==> config.mk <==
export PLATFORM = sky130hd
export DESIGN_NAME = ranging_sensor_poll_frame_engine
export DESIGN_NICKNAME = d
export VERILOG_FILES = /design/src/rtl/rspf_pkg.sv /design/src/rtl/rspf_cfg.sv /design/src/rtl/rspf_front.sv /design/src/rtl/rspf_fifo.sv /design/src/rtl/rspf_back.sv /design/src/rtl/ranging_sensor_poll_frame_engine.sv
export SDC_FILE = /design/constraint.sdc
export NUM_CORES = 1
export LEC_CHECK = 0
export ABC_CLOCK_PERIOD_IN_PS = 7100
export BUFFER_PORTS_ARGS = -buffer_cell sky130_fd_sc_hd__buf_2
export CAP_MARGIN = 30
export CORE_MARGIN = 2
export CORE_UTILIZATION = 30
export DETAILED_ROUTE_END_ITERATION = 10
export PLACE_DENSITY = 0.54
export SLEW_MARGIN = 20
export SYNTH_ARGS = -nofsm -noshare
export SYNTH_HDL_FRONTEND = slang
export SYNTH_SLANG_ARGS = --single-unit
export TNS_END_PERCENT = 50
==> constraint.sdc <==
create_clock -name clk -period 7.1 [get_ports clk]
set_input_delay 1.775 -clock clk [delete_from_list [all_inputs] [get_ports clk]]
set_output_delay 1.775 -clock clk [all_outputs]
set_load 0.01 [all_outputs]
==> src/rtl/rspf_pkg.sv <==
`timescale 1ns / 1ps
// ----------------------------------------------------------------------------
// rspf_pkg
// Shared types, codes and constants of the ranging sensor poll frame engine.
// ----------------------------------------------------------------------------
package rspf_pkg;

	// parameter defaults
	localparam int SENSOR_COUNT_DEF   = 4;
	localparam int RX_FRAME_BYTES_DEF = 256;

	// fixed widths
	localparam int CNT_W   = 9;
	localparam int SLOT_W  = 4;
	localparam int ADDR_W  = 5;
	localparam int DATA_W  = 32;
	localparam int OUT_W   = 32;
	localparam int QDEPTH  = 4;
	localparam int QPTR_W  = 2;

	localparam logic [3:0] REQ_LAST_IDX = 4'd8;
	localparam logic [7:0] REQ_LEN_BYTE = 8'd2;
	localparam logic [8:0] MIN_FRAME    = 9'd8;
	localparam logic [8:0] LEN_OVERHEAD = 9'd10;

	// register reset values
	localparam logic [7:0]  HOST_HDR_RST   = 8'h51;
	localparam logic [7:0]  CLIENT_HDR_RST = 8'h55;
	localparam logic [7:0]  SENS_TYPE_RST  = 8'h0C;
	localparam logic [15:0] ID_BASE_RST    = 16'h2201;
	localparam logic [7:0]  DIST_REG_RST   = 8'h00;

	typedef enum logic [2:0] {
		REG_HOST_HDR   = 3'd0,
		REG_CLIENT_HDR = 3'd1,
		REG_SENS_TYPE  = 3'd2,
		REG_ID_BASE    = 3'd3,
		REG_DIST_REG   = 3'd4
	} reg_idx_t;

	typedef enum logic [1:0] {
		KIND_RX   = 2'd0,
		KIND_EOF  = 2'd1,
		KIND_POLL = 2'd2
	} in_kind_t;

	typedef enum logic [2:0] {
		ST_OK     = 3'd0,
		ST_SHORT  = 3'd1,
		ST_HEADER = 3'd2,
		ST_TYPE   = 3'd3,
		ST_RW     = 3'd4,
		ST_SUM    = 3'd5,
		ST_LENGTH = 3'd6
	} status_t;

	localparam logic OUT_REQ    = 1'b0;
	localparam logic OUT_REPORT = 1'b1;

	typedef struct packed {
		logic [7:0]  host_hdr;
		logic [7:0]  client_hdr;
		logic [7:0]  sens_type;
		logic [15:0] id_base;
		logic [7:0]  dist_reg;
	} cfg_t;

	// one queued job for the back end: a poll or a finished report
	typedef struct packed {
		logic              is_poll;
		status_t           status;
		logic [SLOT_W-1:0] slot;
		logic [15:0]       dist_mm;
		logic              dist_ok;
	} job_t;

	// request frame byte idx for a given slot
	function automatic logic [7:0] req_byte(cfg_t c, logic [3:0] idx, logic [SLOT_W-1:0] slot);
		logic [15:0] id;
		logic [15:0] sum;
		logic [7:0]  b;
		id  = c.id_base + {{(16-SLOT_W){1'b0}}, slot};
		sum = {8'd0, c.host_hdr} + {8'd0, c.sens_type} + {8'd0, id[15:8]}
			+ {8'd0, id[7:0]} + {8'd0, c.dist_reg} + {8'd0, REQ_LEN_BYTE};
		case (idx)
			4'd0: b = c.host_hdr;
			4'd1: b = c.sens_type;
			4'd2: b = id[15:8];
			4'd3: b = id[7:0];
			4'd4: b = 8'd0;
			4'd5: b = c.dist_reg;
			4'd6: b = REQ_LEN_BYTE;
			4'd7: b = sum[15:8];
			4'd8: b = sum[7:0];
			default: b = 8'd0;
		endcase
		return b;
	endfunction

endpackage

==> src/rtl/rspf_cfg.sv <==
`timescale 1ns / 1ps
// ----------------------------------------------------------------------------
// rspf_cfg
// APB register file holding headers, sensor type, id base and register code.
// ----------------------------------------------------------------------------
module rspf_cfg (
	input  logic                       clk,
	input  logic                       arst_n,
	input  logic                       psel,
	input  logic                       penable,
	input  logic                       pwrite,
	input  logic [rspf_pkg::ADDR_W-1:0] paddr,
	input  logic [rspf_pkg::DATA_W-1:0] pwdata,
	output logic [rspf_pkg::DATA_W-1:0] prdata,
	output logic                       pready,
	output rspf_pkg::cfg_t             cfg
);
	import rspf_pkg::*;

	cfg_t     cfg_q;
	logic     wr_en;
	reg_idx_t idx;

	assign pready = 1'b1;
	assign wr_en  = psel & penable & pwrite;
	assign idx    = reg_idx_t'(paddr[4:2]);
	assign cfg    = cfg_q;

	always_ff @(posedge clk or negedge arst_n) begin
		if (!arst_n) begin
			cfg_q.host_hdr   <= HOST_HDR_RST;
			cfg_q.client_hdr <= CLIENT_HDR_RST;
			cfg_q.sens_type  <= SENS_TYPE_RST;
			cfg_q.id_base    <= ID_BASE_RST;
			cfg_q.dist_reg   <= DIST_REG_RST;
		end else if (wr_en) begin
			unique case (idx)
				REG_HOST_HDR:   cfg_q.host_hdr   <= pwdata[7:0];
				REG_CLIENT_HDR: cfg_q.client_hdr <= pwdata[7:0];
				REG_SENS_TYPE:  cfg_q.sens_type  <= pwdata[7:0];
				REG_ID_BASE:    cfg_q.id_base    <= pwdata[15:0];
				REG_DIST_REG:   cfg_q.dist_reg   <= pwdata[7:0];
				default: ;
			endcase
		end
	end

	always_comb begin
		unique case (idx)
			REG_HOST_HDR:   prdata = {24'd0, cfg_q.host_hdr};
			REG_CLIENT_HDR: prdata = {24'd0, cfg_q.client_hdr};
			REG_SENS_TYPE:  prdata = {24'd0, cfg_q.sens_type};
			REG_ID_BASE:    prdata = {16'd0, cfg_q.id_base};
			REG_DIST_REG:   prdata = {24'd0, cfg_q.dist_reg};
			default:        prdata = '0;
		endcase
	end

endmodule

==> src/rtl/rspf_front.sv <==
`timescale 1ns / 1ps
// ----------------------------------------------------------------------------
// rspf_front
// Accepts input items, collects reply bytes, checks frames and queues jobs.
// ----------------------------------------------------------------------------
module rspf_front #(
	parameter int SENSOR_COUNT   = rspf_pkg::SENSOR_COUNT_DEF,
	parameter int RX_FRAME_BYTES = rspf_pkg::RX_FRAME_BYTES_DEF
) (
	input  logic                clk,
	input  logic                arst_n,
	input  rspf_pkg::cfg_t      cfg,
	input  logic                in_valid,
	output logic                in_ready,
	input  logic [1:0]          in_kind,
	input  logic [7:0]          in_byte,
	input  logic                q_full,
	output logic                q_push,
	output rspf_pkg::job_t      q_job
);
	import rspf_pkg::*;

	localparam logic [CNT_W-1:0]  FRAME_MAX = CNT_W'(RX_FRAME_BYTES);
	localparam logic [SLOT_W-1:0] SLOT_LAST = SLOT_W'(SENSOR_COUNT - 1);

	logic [CNT_W-1:0]  byte_count_q;
	logic [15:0]       run_sum_q;
	logic [7:0]        kept_q [7];
	logic [7:0]        prev_byte_q;
	logic [7:0]        last_byte_q;
	logic [SLOT_W-1:0] next_slot_q;

	logic              take;
	in_kind_t          kind;
	logic [CNT_W-1:0]  pos;
	logic [15:0]       sum_base;
	logic [15:0]       body_sum;
	logic [SLOT_W-1:0] rep_slot;
	status_t           st;
	logic              dist_ok;

	assign in_ready = ~q_full;
	assign take     = in_valid & in_ready;
	assign kind     = in_kind_t'(in_kind);

	// an overflowing frame restarts at byte zero
	assign pos      = (byte_count_q >= FRAME_MAX) ? '0 : byte_count_q;
	assign sum_base = (byte_count_q >= FRAME_MAX) ? 16'd0 : run_sum_q;

	always_ff @(posedge clk or negedge arst_n) begin
		if (!arst_n) begin
			byte_count_q <= '0;
			run_sum_q    <= '0;
			for (int i = 0; i < 7; i++) kept_q[i] <= '0;
			prev_byte_q  <= '0;
			last_byte_q  <= '0;
			next_slot_q  <= '0;
		end else if (take) begin
			unique case (kind)
				KIND_RX: begin
					case (pos)
						9'd0: kept_q[0] <= in_byte;
						9'd1: kept_q[1] <= in_byte;
						9'd4: kept_q[2] <= in_byte;
						9'd6: kept_q[3] <= in_byte;
						9'd7: kept_q[4] <= in_byte;
						9'd8: kept_q[5] <= in_byte;
						9'd9: kept_q[6] <= in_byte;
						default: ;
					endcase
					prev_byte_q  <= last_byte_q;
					last_byte_q  <= in_byte;
					run_sum_q    <= sum_base + {8'd0, in_byte};
					byte_count_q <= pos + 1'b1;
				end
				KIND_EOF: begin
					byte_count_q <= '0;
					run_sum_q    <= '0;
				end
				KIND_POLL: begin
					next_slot_q <= (next_slot_q >= SLOT_LAST) ? '0 : next_slot_q + 1'b1;
				end
				default: ;
			endcase
		end
	end

	assign body_sum = run_sum_q - {8'd0, prev_byte_q} - {8'd0, last_byte_q};
	assign rep_slot = (next_slot_q == '0) ? SLOT_LAST : next_slot_q - 1'b1;

	always_comb begin
		st      = ST_OK;
		dist_ok = 1'b0;
		if (byte_count_q < MIN_FRAME) begin
			st = ST_SHORT;
		end else if (kept_q[0] != cfg.client_hdr) begin
			st = ST_HEADER;
		end else if (kept_q[1] != cfg.sens_type) begin
			st = ST_TYPE;
		end else if (kept_q[2] > 8'd1) begin
			st = ST_RW;
		end else if (body_sum != {prev_byte_q, last_byte_q}) begin
			st = ST_SUM;
		end else if ({1'b0, kept_q[4]} + LEN_OVERHEAD != byte_count_q) begin
			st = ST_LENGTH;
		end else begin
			dist_ok = (kept_q[2] == 8'd0) && (kept_q[3] == cfg.dist_reg);
		end
	end

	assign q_push          = take & ((kind == KIND_EOF) | (kind == KIND_POLL));
	assign q_job.is_poll   = (kind == KIND_POLL);
	assign q_job.status    = (kind == KIND_POLL) ? ST_OK : st;
	assign q_job.slot      = (kind == KIND_POLL) ? next_slot_q : rep_slot;
	assign q_job.dist_mm   = (kind != KIND_POLL && dist_ok) ? {kept_q[5], kept_q[6]} : 16'd0;
	assign q_job.dist_ok   = (kind != KIND_POLL) & dist_ok;

endmodule

==> src/rtl/rspf_fifo.sv <==
`timescale 1ns / 1ps
// ----------------------------------------------------------------------------
// rspf_fifo
// Small job queue between the front and the back end.
// ----------------------------------------------------------------------------
module rspf_fifo (
	input  logic           clk,
	input  logic           arst_n,
	input  logic           push,
	input  rspf_pkg::job_t push_job,
	input  logic           pop,
	output rspf_pkg::job_t head_job,
	output logic           empty,
	output logic           full
);
	import rspf_pkg::*;

	job_t              slots_q [QDEPTH];
	logic [QPTR_W-1:0] wr_ptr_q;
	logic [QPTR_W-1:0] rd_ptr_q;
	logic [QPTR_W:0]   count_q;
	logic              do_pop;

	assign empty    = (count_q == '0);
	assign full     = (count_q == (QPTR_W+1)'(QDEPTH));
	assign head_job = slots_q[rd_ptr_q];
	assign do_pop   = pop & ~empty;

	always_ff @(posedge clk) begin
		if (push) slots_q[wr_ptr_q] <= push_job;
	end

	always_ff @(posedge clk or negedge arst_n) begin
		if (!arst_n) begin
			wr_ptr_q <= '0;
			rd_ptr_q <= '0;
			count_q  <= '0;
		end else begin
			if (push) wr_ptr_q <= wr_ptr_q + 1'b1;
			if (do_pop) rd_ptr_q <= rd_ptr_q + 1'b1;
			if (push & ~do_pop) count_q <= count_q + 1'b1;
			else if (do_pop & ~push) count_q <= count_q - 1'b1;
		end
	end

endmodule

==> src/rtl/rspf_back.sv <==
`timescale 1ns / 1ps
// ----------------------------------------------------------------------------
// rspf_back
// Expands poll jobs into request bytes, passes reports on and drives the output register.
// ----------------------------------------------------------------------------
module rspf_back (
	input  logic                         clk,
	input  logic                         arst_n,
	input  rspf_pkg::cfg_t               cfg,
	input  logic                         q_empty,
	input  rspf_pkg::job_t               q_job,
	output logic                         q_pop,
	output logic                         out_valid,
	input  logic                         out_ready,
	output logic [rspf_pkg::OUT_W-1:0]   out_data,
	output logic                         out_user,
	output logic                         out_last
);
	import rspf_pkg::*;

	logic              busy_q;
	logic [3:0]        idx_q;
	logic [SLOT_W-1:0] slot_q;
	logic              valid_q;
	logic [OUT_W-1:0]  data_q;
	logic              user_q;
	logic              last_q;
	logic              adv;

	assign adv   = ~valid_q | out_ready;
	assign q_pop = adv & ~busy_q & ~q_empty;

	always_ff @(posedge clk or negedge arst_n) begin
		if (!arst_n) begin
			busy_q  <= 1'b0;
			idx_q   <= '0;
			slot_q  <= '0;
			valid_q <= 1'b0;
		end else if (adv) begin
			if (busy_q) begin
				valid_q <= 1'b1;
				if (idx_q == REQ_LAST_IDX) busy_q <= 1'b0;
				idx_q <= idx_q + 1'b1;
			end else if (!q_empty) begin
				valid_q <= 1'b1;
				if (q_job.is_poll) begin
					busy_q <= 1'b1;
					idx_q  <= 4'd1;
					slot_q <= q_job.slot;
				end
			end else begin
				valid_q <= 1'b0;
			end
		end
	end

	// payload: tx_byte, status, slot, distance, distance valid
	always_ff @(posedge clk) begin
		if (adv) begin
			if (busy_q) begin
				data_q <= {1'b0, 16'd0, slot_q, ST_OK, req_byte(cfg, idx_q, slot_q)};
				user_q <= OUT_REQ;
				last_q <= (idx_q == REQ_LAST_IDX);
			end else if (q_job.is_poll) begin
				data_q <= {1'b0, 16'd0, q_job.slot, ST_OK, req_byte(cfg, 4'd0, q_job.slot)};
				user_q <= OUT_REQ;
				last_q <= 1'b0;
			end else begin
				data_q <= {q_job.dist_ok, q_job.dist_mm, q_job.slot, q_job.status, 8'd0};
				user_q <= OUT_REPORT;
				last_q <= 1'b1;
			end
		end
	end

	assign out_valid = valid_q;
	assign out_data  = data_q;
	assign out_user  = user_q;
	assign out_last  = last_q;

endmodule

==> src/rtl/ranging_sensor_poll_frame_engine.sv <==
`timescale 1ns / 1ps
// ----------------------------------------------------------------------------
// ranging_sensor_poll_frame_engine
// Polls ranging sensors with checksummed read requests and checks replies.
// ----------------------------------------------------------------------------
// The input side takes one item per clock whenever the four-entry job queue
// has room. Received bytes update the frame count, running sum and captured
// header bytes in the cycle they arrive and give no output. An end-of-frame
// item is checked in its accept cycle and queued as one report transfer; a
// poll item is queued and expanded by the back end into nine request-byte
// transfers, one per clock while the output is not stalled. Output transfers
// leave a registered stage one per cycle when m_axis_tready allows, and the
// queue absorbs up to four pending polls or reports while the input keeps running.
// First output follows an accepted item through the job queue and the output register.
module ranging_sensor_poll_frame_engine #(
	parameter int SENSOR_COUNT   = rspf_pkg::SENSOR_COUNT_DEF,
	parameter int RX_FRAME_BYTES = rspf_pkg::RX_FRAME_BYTES_DEF
) (
	input  logic                         clk,
	input  logic                         arst_n,
	input  logic                         psel,
	input  logic                         penable,
	input  logic                         pwrite,
	input  logic [rspf_pkg::ADDR_W-1:0]  paddr,
	input  logic [rspf_pkg::DATA_W-1:0]  pwdata,
	output logic [rspf_pkg::DATA_W-1:0]  prdata,
	output logic                         pready,
	input  logic                         s_axis_tvalid,
	output logic                         s_axis_tready,
	input  logic [7:0]                   s_axis_tdata,  // [7:0] rx_byte
	input  logic [1:0]                   s_axis_tuser,  // [1:0] kind
	output logic                         m_axis_tvalid,
	input  logic                         m_axis_tready,
	// [7:0] tx_byte, [10:8] status, [14:11] sensor_slot, [30:15] distance_mm,
	// [31] distance_valid
	output logic [rspf_pkg::OUT_W-1:0]   m_axis_tdata,
	output logic                         m_axis_tuser,  // [0] out_kind
	output logic                         m_axis_tlast
);
	import rspf_pkg::*;

	cfg_t cfg;
	job_t push_job;
	job_t head_job;
	logic q_push;
	logic q_pop;
	logic q_empty;
	logic q_full;

	rspf_cfg u_cfg (
		.clk     (clk),
		.arst_n  (arst_n),
		.psel    (psel),
		.penable (penable),
		.pwrite  (pwrite),
		.paddr   (paddr),
		.pwdata  (pwdata),
		.prdata  (prdata),
		.pready  (pready),
		.cfg     (cfg)
	);

	rspf_front #(
		.SENSOR_COUNT   (SENSOR_COUNT),
		.RX_FRAME_BYTES (RX_FRAME_BYTES)
	) u_front (
		.clk      (clk),
		.arst_n   (arst_n),
		.cfg      (cfg),
		.in_valid (s_axis_tvalid),
		.in_ready (s_axis_tready),
		.in_kind  (s_axis_tuser),
		.in_byte  (s_axis_tdata),
		.q_full   (q_full),
		.q_push   (q_push),
		.q_job    (push_job)
	);

	rspf_fifo u_fifo (
		.clk      (clk),
		.arst_n   (arst_n),
		.push     (q_push),
		.push_job (push_job),
		.pop      (q_pop),
		.head_job (head_job),
		.empty    (q_empty),
		.full     (q_full)
	);

	rspf_back u_back (
		.clk       (clk),
		.arst_n    (arst_n),
		.cfg       (cfg),
		.q_empty   (q_empty),
		.q_job     (head_job),
		.q_pop     (q_pop),
		.out_valid (m_axis_tvalid),
		.out_ready (m_axis_tready),
		.out_data  (m_axis_tdata),
		.out_user  (m_axis_tuser),
		.out_last  (m_axis_tlast)
	);

endmodule
==> results.md <==
* DRT iter0 DRCs at 497
* Worst setup SP type: input port
* Number of buffers created by CTS at 34
* Placer's final routability congestion estimate at 0.848
* Synth Area in Simple Gates at 0.103
* Post-Route WL at 38.7 mm
* Vias in the first global route at 10794
* CP max stage delay at 0.52 ns
* P&R area growth vs syn at 15.0%
* FMAX at 0.190 GHz
* DRC viols at 0
* Met3 GRT Util at 0.0227
* First-pass DRT Iterations at 5
* Vias per cell at 4.88
* First-pass GRT wire length at 61.5 mm
* Detail Route Antenna Nets at 0
* Worst rel slew slack at 0.334
* Initial antenna violation count at 0
* CP max stage cell: nor2b_1
* Final setup viols at 0
* Post-CTS Setup Bufs at 0
* CP bufs+invs at 3
* Worst VDD drop at 0.205 mV
* Average cell area after synthesis at 12.3 um2
* PwrDens at 435 mW/mm2
* Max Cap Violations at 0
* Post-DR wirelength/cell at 18.2 um
* Placed cell count at 2062
* Largest net degree at the start of global routing at 167
* Syn Std Cell Area at 0.0162 mm2
* GRT Total Usage at 0.141
* # diodes at 0
* CP max FO at 21
* Hold_buf cts at 0
* Met1 global-route usage at 0.186
* Starting Density at 0.302
* WS Path Type: input port to output port
* CTS tree: yes
* Min Hold Slack at 0.497 ns
* CP delay by family, top: buffers and inverters
* Layout fillers at 5306
* Clk_skew at 0.0138 ns
* M2 GR Usage at 0.235
* Min Tclk post-route at 5.26 ns
* Height of the die at 236 um
* DR vias at 10384
* Compound-Gate Fraction of Synth Area at 0.0844
* Status: finished, final reports clean
* Fin Setup TNS at 0 ns
* Die X at 236 um
* Critical path capture point type: output port
* Total Nets Final at 1553
* Clock latency on the worst-skew pair at 0.56 ns
* # IOs at 123
* Xor/xnor cell area share of the yosys netlist at 0.0542
* Buffers added on ports at 87
* Ratio of cells with drive above 1 in the final layout at 0.231
* Die area at 0.0558 mm2
* Worst EP required at 5.33 ns
* H-tree depth at 2
* Adder-cell area share of the yosys netlist at 0.0826
* Placement row count at 85
* Period utilization at 0.740
* Crit path DAT at 3.48 ns
* Worst Max-Slew Pin Slew at 0.996 ns
* Yosys warning count at 0
* Pre-CTS setup slack at 1.65 ns
* Worst Hold Class: flop to flop
* PnR worst setup slack at 1.84 ns
* Mux cell area share after synthesis at 0.130
* P_leak at 7.79 nW
* Final Slew Violations at 0
* CTS Buffer Depth at 3
* Post-synth EDFFs at 134
* Layer carrying the most global-route usage: met2
* CP most frequent cell: buf_2
* Crit-path cells: buf_2, nor2b_1, buf_4, a21oi_1, o22ai_1, buf_2
* Hold Fails Final Rpt at 0
* Netlist cell types at 78
* Placeable Area at 0.0536 mm2
* Clock root cell: clkbuf_16
* Clk sinks at 300
* Most common flop cell mapped by yosys: dfrtp_1
* CTS resizes at 0
* Synth async-reset ratio at 0.553
* Post-DP HPWL at 26.8 mm
* Synth Instances at 1314
* Synthesized flop and latch total at 300
* RSZ-0062 raised after global routing: false
* Layout Cells excl Fill at 2130
* Clock slew seen by the registers of the worst setup and hold paths at 0.06 ns
* Congestion Overflow GR at 0
* Sequential share of the synthesized area at 0.507
* Main combinational cell family by area after synthesis: multiplexers
## state kept, by name (all words and copies together), names as in the netlist
signal	count
u_fifo.slots_q	100
u_front.kept_q	56
u_cfg.cfg	48
u_back.out_data	32
u_front.run_sum_q	16
u_front.byte_count_q	9
u_front.last_byte_q	8
u_front.prev_byte_q	8
u_back.idx_q	4
u_back.slot_q	4
u_front.next_slot_q	4
u_fifo.count_q	3
u_fifo.rd_ptr_q	2
u_fifo.wr_ptr_q	2
u_back.busy_q	1
u_back.out_last	1
u_back.out_user	1
u_back.out_valid	1
## stage by stage
| stage | cell area (um2) | power [mW] | util |
|---|---|---|---|
| floorplan | 16200 | 5.35 | - |
| global placement | 17300 | 6.16 | 0.323 |
| detailed placement | 17300 | 6.23 | 0.323 |
| CTS | 18500 | 8.15 | 0.345 |
| global route | 18600 | 8.75 | 0.347 |
| finish | 18600 | 8.09 | 0.347 |
## power by group
part	internal [mW]	switching, mW
clock	1.11	0.752
combinational	1.65	2.00
sequential	2.24	0.341
total	5.00	3.09
## cells in the mapped netlist (10+ instances only)
master	count	area, um2
dfrtp_1	154	3850
edfxtp_1	134	4020
mux2_2	121	1360
inv_1	81	304
nand2_1	75	282
ha_1	62	776
xnor2_1	60	526
nor2_1	51	191
o21ai_0	50	250
a21oi_1	47	235
nor2b_1	40	250
xor2_1	40	350
clkbuf_1	31	116
fa_1	28	561
mux4_2	25	563
and2_1	22	138
nor3_1	18	90.1
and3_1	17	106
buf_4	17	128
mux2i_1	17	170
a21o_1	16	120
nand3_1	15	75.1
a22o_1	13	114
o22ai_1	13	81.3
dfstp_2	12	315
nand4_1	12	75.1
nor4_1	10	62.6
## final cells by class
class,count,area [um2],share of cell area
Tap cell,696,871,0.0468
Timing Repair Buffer,103,626,0.0336
Clock inverter,16,254,0.0137
Multi-Input combinational cell,888,7420,0.399
Sequential cell,300,8190,0.441
Inverter,82,308,0.0165
Clock buffer,45,922,0.0496
## logic make-up after synthesis
| family | count (synthesis) |
|---|---|
| xor gates and xnor gates | 100 |
| DFF | 300 |
| buffers and inverters | 141 |
| other | 2 |
| adders and majority gates | 90 |
| muxes | 164 |
| and+or+nand+nor | 309 |
| AOI/OAI and AO/OA | 208 |
## final timing paths
path                                   start                    to  slack (ns)  cells past startpoint
max in group asynchronous             arst_n  u_front.run_sum_q[5]        4.99                      3
min reg2reg                u_front.kept_q[8]     u_front.kept_q[8]        0.50                      1
min in group asynchronous             arst_n         u_cfg.cfg[37]        1.16                      2
max reg2reg                     u_cfg.cfg[9]    u_back.out_data[1]        2.22                     16
min                        u_front.kept_q[8]     u_front.kept_q[8]        0.50                      1
max                                 paddr[3]             prdata[1]        1.84                      6
## worst register-to-register path, cell delays in order, from the launching register on
cell and delay [ns]:
dfrtp_1 0.45, ha_1 0.32, a21o_1 0.18, a21o_1 0.20, a21oi_1 0.52, nor4_1 0.22, or2_2 0.34, fa_1 0.48
ha_1 0.31, a21o_1 0.16, a21oi_1 0.22, nor2b_1 0.08, o21a_1 0.18, o41ai_1 0.44, o21ai_0 0.22, xnor2_1 0.18
o211ai_1 0.13
## routing by layer
layer  up-vias  wire length [um]
met2       181             18600
met1      5222             17700
met5         -                 0
met4         0               974
met3        54              1480
li1       4927                 -
## placed cells by master, fill, tap and decap left out, drive strengths merged, types with 25 or more instances in the layout
cell type	instances
dfrtp	154
edfxtp	134
mux2	122
buf	101
inv	83
nand2	75
ha	62
xnor2	60
nor2	51
o21ai	51
a21oi	48
clkbuf	47
nor2b	40
xor2	40
fa	28
mux4	25
No activity file was read; power rests on OpenSTA's default activity.
